<file path="src/sacl_pkg.sv">
`timescale 1ns / 1ps
// ----------------------------------------------------------------------------
// sacl_pkg: shared types and helpers for the set-associative cache model
// Holds the line record, the controller/datapath command and status groups,
// the register indices and the saturating increment helpers.
// ----------------------------------------------------------------------------
package sacl_pkg;

    localparam int DEF_MAX_SETS = 1024;
    localparam int DEF_MAX_WAYS = 8;

    localparam int CFG_IDX_W  = 3;
    localparam int CFG_DATA_W = 4;

    localparam logic [CFG_IDX_W-1:0] REG_OFFSET_BITS  = 3'd0;
    localparam logic [CFG_IDX_W-1:0] REG_INDEX_BITS   = 3'd1;
    localparam logic [CFG_IDX_W-1:0] REG_WAYS_IN_USE  = 3'd2;
    localparam logic [CFG_IDX_W-1:0] REG_REPLACE_MODE = 3'd3;
    localparam logic [CFG_IDX_W-1:0] REG_WRITE_MODE   = 3'd4;

    localparam logic MODE_LRU = 1'b0;
    localparam logic MODE_LFU = 1'b1;
    localparam logic MODE_WB  = 1'b0;
    localparam logic MODE_WT  = 1'b1;

    // Masked set value before the modulo: index_bits is at most 15.
    localparam int SETV_W = 15;

    typedef struct packed {
        logic [31:0] tag;
        logic        valid;
        logic        dirty;
        logic [15:0] rank;
    } t_line;

    typedef struct packed {
        logic clr;     // write a zero row at the clear pointer
        logic accept;  // input transfer taken this cycle
        logic quo;     // form the quotient for the set modulo
        logic rd;      // read the set row
        logic upd;     // write the row back and load the result
    } t_cmd;

    typedef struct packed {
        logic clr_done;
        logic out_busy;
    } t_status;

    function automatic logic [15:0] inc16(input logic [15:0] v);
        inc16 = (v == 16'hFFFF) ? v : v + 16'd1;
    endfunction

    function automatic logic [31:0] inc32(input logic [31:0] v);
        inc32 = (v == 32'hFFFF_FFFF) ? v : v + 32'd1;
    endfunction

endpackage

</file>
<file path="src/sacl_ctrl.sv">
`timescale 1ns / 1ps
// ----------------------------------------------------------------------------
// sacl_ctrl: access sequencer
// Runs the clearing pass after reset, then steps each access through the
// optional set modulo, the row read and the row update.
// ----------------------------------------------------------------------------
module sacl_ctrl #(
    parameter bit DIRECT = 1'b1
) (
    input  logic               i_clk,
    input  logic               i_rst_n,
    input  logic               i_in_valid,
    output logic               o_in_ready,
    output sacl_pkg::t_cmd     o_cmd,
    input  sacl_pkg::t_status  i_status
);
    import sacl_pkg::*;

    typedef enum logic [2:0] {
        ST_CLEAR,
        ST_IDLE,
        ST_QUO,
        ST_RD,
        ST_UPD
    } t_state;

    t_state r_state, n_state;

    assign o_in_ready = (r_state == ST_IDLE);

    always_comb begin
        o_cmd        = '0;
        o_cmd.clr    = (r_state == ST_CLEAR);
        o_cmd.accept = (r_state == ST_IDLE) && i_in_valid;
        o_cmd.quo    = (r_state == ST_QUO);
        o_cmd.rd     = (r_state == ST_RD);
        o_cmd.upd    = (r_state == ST_UPD) && !i_status.out_busy;
    end

    always_comb begin
        n_state = r_state;
        unique case (r_state)
            ST_CLEAR: if (i_status.clr_done) n_state = ST_IDLE;
            ST_IDLE: begin
                if (i_in_valid) n_state = DIRECT ? ST_UPD : ST_QUO;
            end
            ST_QUO: n_state = ST_RD;
            ST_RD: n_state = ST_UPD;
            ST_UPD: if (!i_status.out_busy) n_state = ST_IDLE;
            default: n_state = ST_IDLE;
        endcase
    end

    always_ff @(posedge i_clk) begin
        if (!i_rst_n) begin
            r_state <= ST_CLEAR;
        end else begin
            r_state <= n_state;
        end
    end

endmodule

</file>
<file path="config.mk">
export PLATFORM = sky130hd
export DESIGN_NAME = sacl_ctrl
export DESIGN_NICKNAME = d
export VERILOG_FILES = /design/src/sacl_pkg.sv /design/src/sacl_ctrl.sv
export SDC_FILE = /design/constraint.sdc
export NUM_CORES = 1
export LEC_CHECK = 0
export ABC_CLOCK_PERIOD_IN_PS = 900
export BUFFER_PORTS_ARGS = -buffer_cell sky130_fd_sc_hd__buf_2
export CAP_MARGIN = 25
export CORE_AREA = 2 2 39 41
export CTS_BUF_LIST = sky130_fd_sc_hd__clkbuf_4 sky130_fd_sc_hd__clkbuf_8
export DETAILED_ROUTE_END_ITERATION = 7
export DIE_AREA = 0 0 41 43
export GPL_TIMING_DRIVEN = 0
export PLACE_DENSITY = 0.38
export SLEW_MARGIN = 0
export SYNTH_ARGS = -nofsm -noshare
export SYNTH_HDL_FRONTEND = slang
export SYNTH_SLANG_ARGS = --single-unit
</file>
<file path="constraint.sdc">
create_clock -name i_clk -period 0.9 [get_ports i_clk]
set_input_delay 0.09 -clock i_clk [delete_from_list [all_inputs] [get_ports i_clk]]
set_output_delay 0.09 -clock i_clk [all_outputs]
set_load 0.02 [all_outputs]
</file>
==> results of run 1 <==
kinds of logic after synthesis:
kind of cell           synth area share, %
AND/OR/NAND/NOR                       42.0
flip-flops                            36.6
buffers and inverters                 6.87
AO/OA/AOI/OAI                         14.5
where the power goes:
group / leakage (uW) / internal (uW) / total [uW] / switching [uW]
sequential: 0.0000263 / 137 / 149 / 11.1
combinational: 0.000106 / 56.8 / 109 / 51.8
clock: 0.0000184 / 196 / 262 / 65.9
synthesized netlist by cell type (all sizes together):
cell and number:
nor2 5, and2 3, nand2b 1, o21ai 2, dfxtp 3, inv 1
a21oi 1, buf 1, nor3 2, nand2 2, o32ai 1
layout make-up:
| class | count | area, um^2 |
|---|---|---|
| Multi-Input combinational cell | 17 | 110 |
| Inverter | 1 | 3.75 |
| Timing Repair Buffer | 13 | 96.3 |
| Fill cell | 157 | 1050 |
| Sequential cell | 3 | 68.8 |
| Clock buffer | 4 | 30.0 |
| Tap cell | 16 | 20.0 |
| Buffer | 1 | 7.51 |
worst max-delay path: cells and delay by family, from the launching register on:
kind,cells,cell delay (ns)
flip-flops,1,0.34
AND/OR/NAND/NOR,3,0.37
buffers and inverters,1,0.10
through the flow:
stage	cells	utilization [%]	power (uW)	hold WS, ns
5_1_grt	55	24.3	546	0.120
3_3_place_gp	48	18.2	242	0.336
6_report	55	24.3	519	0.0992
2_1_floorplan	22	-	211	0.212
3_5_place_dp	48	18.2	242	0.330
4_1_cts	54	23.1	518	0.0879
worst max-delay path by stage:
stage / to / slack, ns / depth (start not counted)
global placement: o_cmd[2] / -0.20 / 4
detailed placement: o_cmd[2] / -0.17 / 4
floorplan: o_cmd[4] / -0.07 / 1
finish: o_cmd[3] / -0.24 / 4
CTS: o_cmd[3] / -0.26 / 4
global route: o_cmd[3] / -0.30 / 4
metal layers:
layer	GRT usage (%)	share of wire, %
met5	0	0
met4	6.00	0
met3	3.14	8.6
met2	9.69	57
met1	4.81	34
repair_timing:
item | CTS | global route
setup endpoints to repair | 8 | 7
gates resized for setup | 10 | 3
setup buffers | 2 | 1
pin swaps | 2 | 0
==> results_dict.tcl, run 1 <==
set metrics [dict create \
    setup_slack_ns -0.244 \
    max_freq_ghz 0.874 \
    outcome "finished, violations left" \
    r2r-end "r_state[2]" \
    cp-start-kind "flip-flop" \
    holdCritStartpoint "i_rst_n" \
    critPathSlowestCell "dfxtp_4" \
    netlist-cell-type-count 13 \
    fin_tns_setup_ns -1.21 \
    cp_cell_sequence "nand2b_4 -> nor2_4 -> and2_4 -> buf_6" \
    grt_pass1_vias 197 \
    synth_top_area_share_pct 36.6 \
    synth_area_um2 164 \
    cts_buffer_depth 2 \
    synth_fp_nets 27 \
    die_w_um 41 \
    skew_ns 0.000354 \
    synth_top_area_cell "dfxtp_1" \
    cts_tree "done" \
    cts.sinks 3 \
    n_antenna_cell 0 \
    synth-seq-cells 3 \
    reg2reg_setup_slack_ns -0.04 \
    pin_count 11 \
    final_common_cell "buf_4" \
    yosys_warnings 0 \
    dp_hpwl_um 321 \
    rsz0062_at_grt "true" \
    nets 45 \
    hp-class "input port to flip-flop" \
    grt_usage_pct 6.12 \
    hold_viol 0 \
    r2r_cells 4 \
    top_regs "r_state x3" \
    placed_area_um2 251 \
    drv_cap 0 \
    io_buffers 10 \
    worst_pin_slew_ns 0.201 \
    cellPowerDensity_mw_per_mm2 1540 \
    cp_max_fo 4 \
    leakagePower_uw 0.000151 \
    core-area_mm2 0.00138 \
    gp_congestion 0.546 \
    min_period_ns 1.14 \
    rows 14 \
    cp_slowest_stage_delay_ns 0.34 \
    initial_core_util_pct 11.8 \
    gr-total-overflow 0 \
    peakVddDrop_uv 410 \
    period_share_pct 127 \
    die-area_mm2 0.00176 \
    drive_above_1_share_pct 69.2 \
    netlist_top_cells_area "dfxtp_1 (37%), and2_1 (11%), nor2_1 (11%)" \
    cts_buffers 3 \
    area_delta_synth_final_pct 105 \
    arrival_ns 1.05 \
    fin_area_um2 337 \
    crit_path_end_kind "output pin" \
    critical_path_class "flip-flop to output pin" \
    reg2reg_from "r_state[2]" \
    clock_latency_ns 0.23 \
    pre_cts_ws_ns -0.169 \
    die_y_um 43 \
    min_path_cells 2 \
    vias_per_cell 3.65 \
    relSlewSlack_pct 86.6 \
    wl_per_cell_um 7.65 \
    largest_reg_flops 3 \
    setup_viol 7 \
    drc 0 \
    antenna_found_initial 0 \
    h-tree-depth 1 \
    violations "setup timing" \
    synth_cells 22 \
    drt_pre_antenna_iters 2 \
    cts_hold_buf 0 \
    cp.required_ns 0.81 \
    top_register "r_state" \
    final_cell_mix "buf_4 (6), buf_2 (5), clkbuf_4 (4)" \
    grt_pass1_wl_um 676 \
    holdPathEnd "r_state[1]" \
    cts_root_buffer "clkbuf_4" \
    drt.antenna.violating_nets 0 \
    critPathLaunch "r_state[2]" \
    grt_max_degree 7 \
    drt_iter0_markers 2 \
    avgSynthCellArea_um2 7.45 \
    wirelength_um 421 \
    via_count 201 \
    clk_pin_slew_worst_paths_ns 0.04 \
    ys_seq_area_share_pct 36.6 \
    maxSlewViolCount 0 \
]
No activity file was read; power rests on OpenSTA's default activity.
==> run 2: changes to the inputs <==
Settings changed: SKIP_CTS_REPAIR_TIMING set to 1.
==> results_dict.tcl, run 2 (same netlist as run 1, synthesis figures left out) <==
set metrics [dict create \
    outcome "finished, violations left" \
    violations "setup timing" \
    die_y_um 43 \
    die-area_mm2 0.00176 \
    grt_pass1_wl_um 524 \
    setup_slack_ns -0.244 \
    setup_viol 8 \
    grt_max_degree 7 \
    initial_core_util_pct 11.8 \
    antenna_found_initial 0 \
    cts_root_buffer "clkbuf_4" \
    cp_max_fo 4 \
    area_delta_synth_final_pct 112 \
    max_freq_ghz 0.874 \
    io_buffers 10 \
    cp-start-kind "flip-flop" \
    wirelength_um 433 \
    crit_path_end_kind "output pin" \
    via_count 204 \
    h-tree-depth 1 \
    cts_tree "done" \
    pin_count 11 \
    gp_congestion 0.546 \
    arrival_ns 1.05 \
    cellPowerDensity_mw_per_mm2 1490 \
    cts_buffers 3 \
    skew_ns 0.0000893 \
    largest_reg_flops 3 \
    leakagePower_uw 0.000151 \
    top_regs "r_state x3" \
    drv_cap 0 \
    drt.antenna.violating_nets 0 \
    clock_latency_ns 0.23 \
    relSlewSlack_pct 86.5 \
    hp-class "input port to flip-flop" \
    drt_pre_antenna_iters 2 \
    peakVddDrop_uv 398 \
    hold_viol 0 \
    vias_per_cell 3.71 \
    fill_cells 149 \
    worst_pin_slew_ns 0.201 \
    fin_util_pct 25.1 \
    period_share_pct 127 \
    wl_per_cell_um 7.87 \
    cts.sinks 3 \
    final_common_cell "buf_4" \
    min_period_ns 1.14 \
    gr-total-overflow 0 \
    drive_above_1_share_pct 74.4 \
    drc 0 \
    report.power.total_uw 519 \
    cp.required_ns 0.81 \
    drt_iter0_markers 1 \
    top_register "r_state" \
    fin_tns_setup_ns -1.21 \
    nets 45 \
    final_cell_mix "buf_4 (7), buf_2 (5), clkbuf_4 (4)" \
    rows 14 \
    rsz0062_at_grt "true" \
    critical_path_class "flip-flop to output pin" \
    dp_hpwl_um 321 \
    maxSlewViolCount 0 \
    die_w_um 41 \
    n_antenna_cell 0 \
    grt_usage_pct 4.91 \
    clk_pin_slew_worst_paths_ns 0.03 \
    grt_pass1_vias 162 \
    cts_buffer_depth 2 \
    core-area_mm2 0.00138 \
]
[run 2: cell count changes in the layout (fill, tap and decap cells not counted)]
| cell | previous run | this run |
|---|---|---|
| buf_4 | 6 | 7 |
| buf_6 | 3 | 2 |
| dfxtp_2 | 1 | 0 |
| dfxtp_4 | 2 | 3 |
| nor2_1 | 3 | 2 |
| nor2_2 | 1 | 2 |
| nor3_2 | 1 | 0 |
| nor3_4 | 0 | 1 |
| o21ai_1 | 1 | 0 |
| o21ai_2 | 0 | 1 |
[run 2: per-stage QoR]
| stage | cells | area, um^2 | setup slack [ns] | hold slack (ns) |
|---|---|---|---|---|
| finish | 55 | 348 | -0.244 | 0.0976 |
| global route | 55 | 348 | -0.302 | 0.100 |
| CTS | 52 | 282 | -0.422 | 0.0889 |
| detailed placement | 48 | 251 | -0.169 | 0.330 |
| global placement | 48 | 251 | -0.203 | 0.336 |
| floorplan | 22 | 181 | -0.0718 | 0.212 |
[run 2: critical path, stage by stage, from the launching register on]
cell and delay, ns:
dfxtp_4 0.35, buf_4 0.15, nor2_4 0.09, and2_4 0.13, buf_6 0.10
[run 2: path summary, 6_finish.rpt]
path                     end  depth (start not counted)  slack, ns       start
setup / recovery    o_cmd[3]                          4      -0.24  r_state[1]
hold / removal    r_state[0]                          3        0.1     i_rst_n
setup reg to reg  r_state[2]                          4      -0.15  r_state[1]
hold reg to reg   r_state[0]                          2       0.55  r_state[1]
[run 2: layout make-up]
| type | instances | area, um^2 | area share [%] |
|---|---|---|---|
| buffer | 1 | 7.51 | 2.16 |
| tap | 16 | 20.0 | 5.76 |
| clock buffer | 4 | 30.0 | 8.63 |
| inverter | 1 | 3.75 | 1.08 |
| multi-input combinational | 17 | 123 | 35.3 |
| timing repair buffer | 13 | 92.6 | 26.6 |
| sequential | 3 | 71.3 | 20.5 |
[run 2: metal layers]
| layer | global-route usage (%) | part of all wire, % |
|---|---|---|
| met5 | 0 | 0 |
| met4 | 6.00 | 0 |
| met3 | 3.14 | 7.9 |
| met2 | 6.88 | 57 |
| met1 | 3.85 | 35 |
[run 2: power breakdown]
group | total, uW | internal, uW | switching (uW)
logic | 106 | 53.6 | 52.7
clock network | 261 | 196 | 65.5
registers | 151 | 137 | 14.3
==> run 3: changes to the inputs <==
--- a/config.mk
+++ b/config.mk
@@ -9,8 +9,8 @@
 export BUFFER_PORTS_ARGS = -buffer_cell sky130_fd_sc_hd__buf_2
 export CAP_MARGIN = 25
-export CORE_AREA = 2 2 39 41
+export CORE_AREA = 5 5 42 44
 export CTS_BUF_LIST = sky130_fd_sc_hd__clkbuf_4 sky130_fd_sc_hd__clkbuf_8
 export DETAILED_ROUTE_END_ITERATION = 7
-export DIE_AREA = 0 0 41 43
+export DIE_AREA = 0 0 47 49
 export GPL_TIMING_DRIVEN = 0
 export PLACE_DENSITY = 0.38
==> constraint.sdc (replaced) <==
create_clock -name i_clk -period 0.9 [get_ports i_clk]
set_input_delay 0.09 -clock i_clk [delete_from_list [all_inputs] [get_ports i_clk]]
set_output_delay 0.09 -clock i_clk [all_outputs]
set_load 0.1 [all_outputs]
==> results_dict.tcl, run 3 (same netlist as run 1, synthesis figures left out) <==
set metrics [dict create \
    top_register "r_state" \
    setup_slack_ns -0.330 \
    maxSlewViolCount 0 \
    rsz0062_at_grt "true" \
    antenna_found_initial 0 \
    drc 0 \
    rows 14 \
    wl_per_cell_um 8.57 \
    r2r-end "r_state[2]" \
    gp_congestion 0.680 \
    crit_path_end_kind "output pin" \
    p_sw_share_pct 35.3 \
    top_regs "r_state x3" \
    max_freq_ghz 0.813 \
    cts_tree "done" \
    outcome "finished, violations left" \
    setup_viol 8 \
    internal_power_uw 442 \
    grt_max_degree 7 \
    cp-start-kind "flip-flop" \
    violations "setup timing" \
    core-area_mm2 0.00140 \
    cp_cell_sequence "nand2b_4 -> nor2_4 -> and2_4 -> buf_12" \
    reg2reg_setup_slack_ns -0.03 \
    dp_hpwl_um 380 \
    critPathCapture "o_cmd[3]" \
    cp_max_fo 4 \
    drive_above_1_share_pct 90.5 \
    n_antenna_cell 0 \
    seqPwrFrac_pct 22.5 \
    gr-total-overflow 0 \
    nets 48 \
    layoutNonFillerInstCount 58 \
    grt_usage_pct 5.43 \
    highest_layer "met3" \
    critical_path_class "flip-flop to output pin" \
    switchingPower_uw 241 \
    hold_viol 0 \
    crit_buf_inv 1 \
    cp_top_family "simple AND/OR/NAND/NOR gates" \
    arrival_ns 1.14 \
    skew_ns 0.00128 \
    clock_latency_ns 0.23 \
    cts.sinks 3 \
    cellPowerDensity_mw_per_mm2 1400 \
    die_y_um 49 \
    via_count 220 \
    min_period_ns 1.23 \
    largest_reg_flops 3 \
    area_delta_synth_final_pct 198 \
    path_depth 4 \
    drv_cap 0 \
    cts_root_buffer "clkbuf_4" \
    pin_count 11 \
    r2r_cells 4 \
    final_common_cell "buf_12" \
    wl_met3_um 48 \
    die_w_um 47 \
    pwr-share-clk_pct 38.3 \
    initial_core_util_pct 11.7 \
    reg2reg_from "r_state[2]" \
    peakVddDrop_uv 629 \
    drt_pre_antenna_iters 1 \
    grt_pass1_vias 209 \
    final_cell_mix "buf_12 (6), buf_4 (5), clkbuf_4 (4), buf_2 (4)" \
    cp.required_ns 0.81 \
    critPathSlowestCell "dfxtp_4" \
    cp_slowest_stage_delay_ns 0.35 \
    relSlewSlack_pct 88.3 \
    clk_pin_slew_worst_paths_ns 0.03 \
    wirelength_um 497 \
    dp.cells 48 \
    worst_pin_slew_ns 0.175 \
    die-area_mm2 0.00230 \
    hold_slack_ns 0.0941 \
    combPwrFrac_pct 39.1 \
    critPathLaunch "r_state[2]" \
    vias_per_cell 3.79 \
    cts_buffers 3 \
    h-tree-depth 1 \
    hp-class "input port to flip-flop" \
    grt_pass1_wl_um 828 \
    leakagePower_uw 0.000196 \
    wl_met2_um 265 \
    period_share_pct 137 \
    drt_iter0_markers 0 \
    cts_buffer_depth 2 \
    drt.antenna.violating_nets 0 \
    met1Wirelength_um 184 \
    io_buffers 10 \
]
-- run 3: cell count changes in the layout (fill, tap and decap cells not counted), moves of 2 or more --
cell,delta
nand2_2,+2
buf_4,-2
buf_12,+6
nor2_1,-2
nand2_1,-2
nor2_4,+2
-- run 3: worst min-delay path by stage --
stage                 end  startpoint  cells past startpoint
5_1_grt        r_state[0]     i_rst_n                      3
4_1_cts        r_state[1]     i_rst_n                      2
2_1_floorplan  r_state[1]     i_rst_n                      1
3_3_place_gp   r_state[1]     i_rst_n                      2
3_5_place_dp   r_state[1]     i_rst_n                      2
6_report       r_state[0]     i_rst_n                      3
-- run 3: worst register-to-register path, stage by stage, from the launching register on --
cell and delay (ns):
dfxtp_4 0.35, nand2b_4 0.16, buf_4 0.15, o32ai_2 0.07, and2_1 0.14
-- run 3: metrics by stage --
step / instance area (um^2) / setup WS, ns / total power [uW] / util (%) / setup TNS [ns]
floorplan: 213 / -0.655 / 312 / - / -2.01
global placement: 283 / -0.447 / 342 / 20.2 / -1.69
detailed placement: 283 / -0.440 / 343 / 20.2 / -1.72
CTS: 313 / -0.697 / 622 / 22.3 / -3.27
global route: 489 / -0.387 / 731 / 34.9 / -2.26
finish: 489 / -0.330 / 683 / 34.9 / -1.85
-- run 3: routing by layer --
metal | GRT usage (%) | vias up
li1 | - | 114
met1 | 5.07 | 99
met2 | 7.01 | 7
met3 | 5.17 | 0
met4 | 4.15 | 0
met5 | 0 | -
-- run 3: final cells by class --
class                           instances  area [um^2]
Sequential cell                         3         71.3
Clock buffer                            4         30.0
Tap cell                               16         20.0
Inverter                                1         6.26
Buffer                                  1         11.3
Fill cell                             156          912
Timing Repair Buffer                   16          189
Multi-Input combinational cell         17          161
-- run 3: power by group through the flow --
stage,combinational [uW],sequential [uW],clock [uW]
finish,267,154,262
global route,278,156,297
CTS,184,158,281
detailed placement,183,160,0
global placement,182,160,0
floorplan,154,158,0
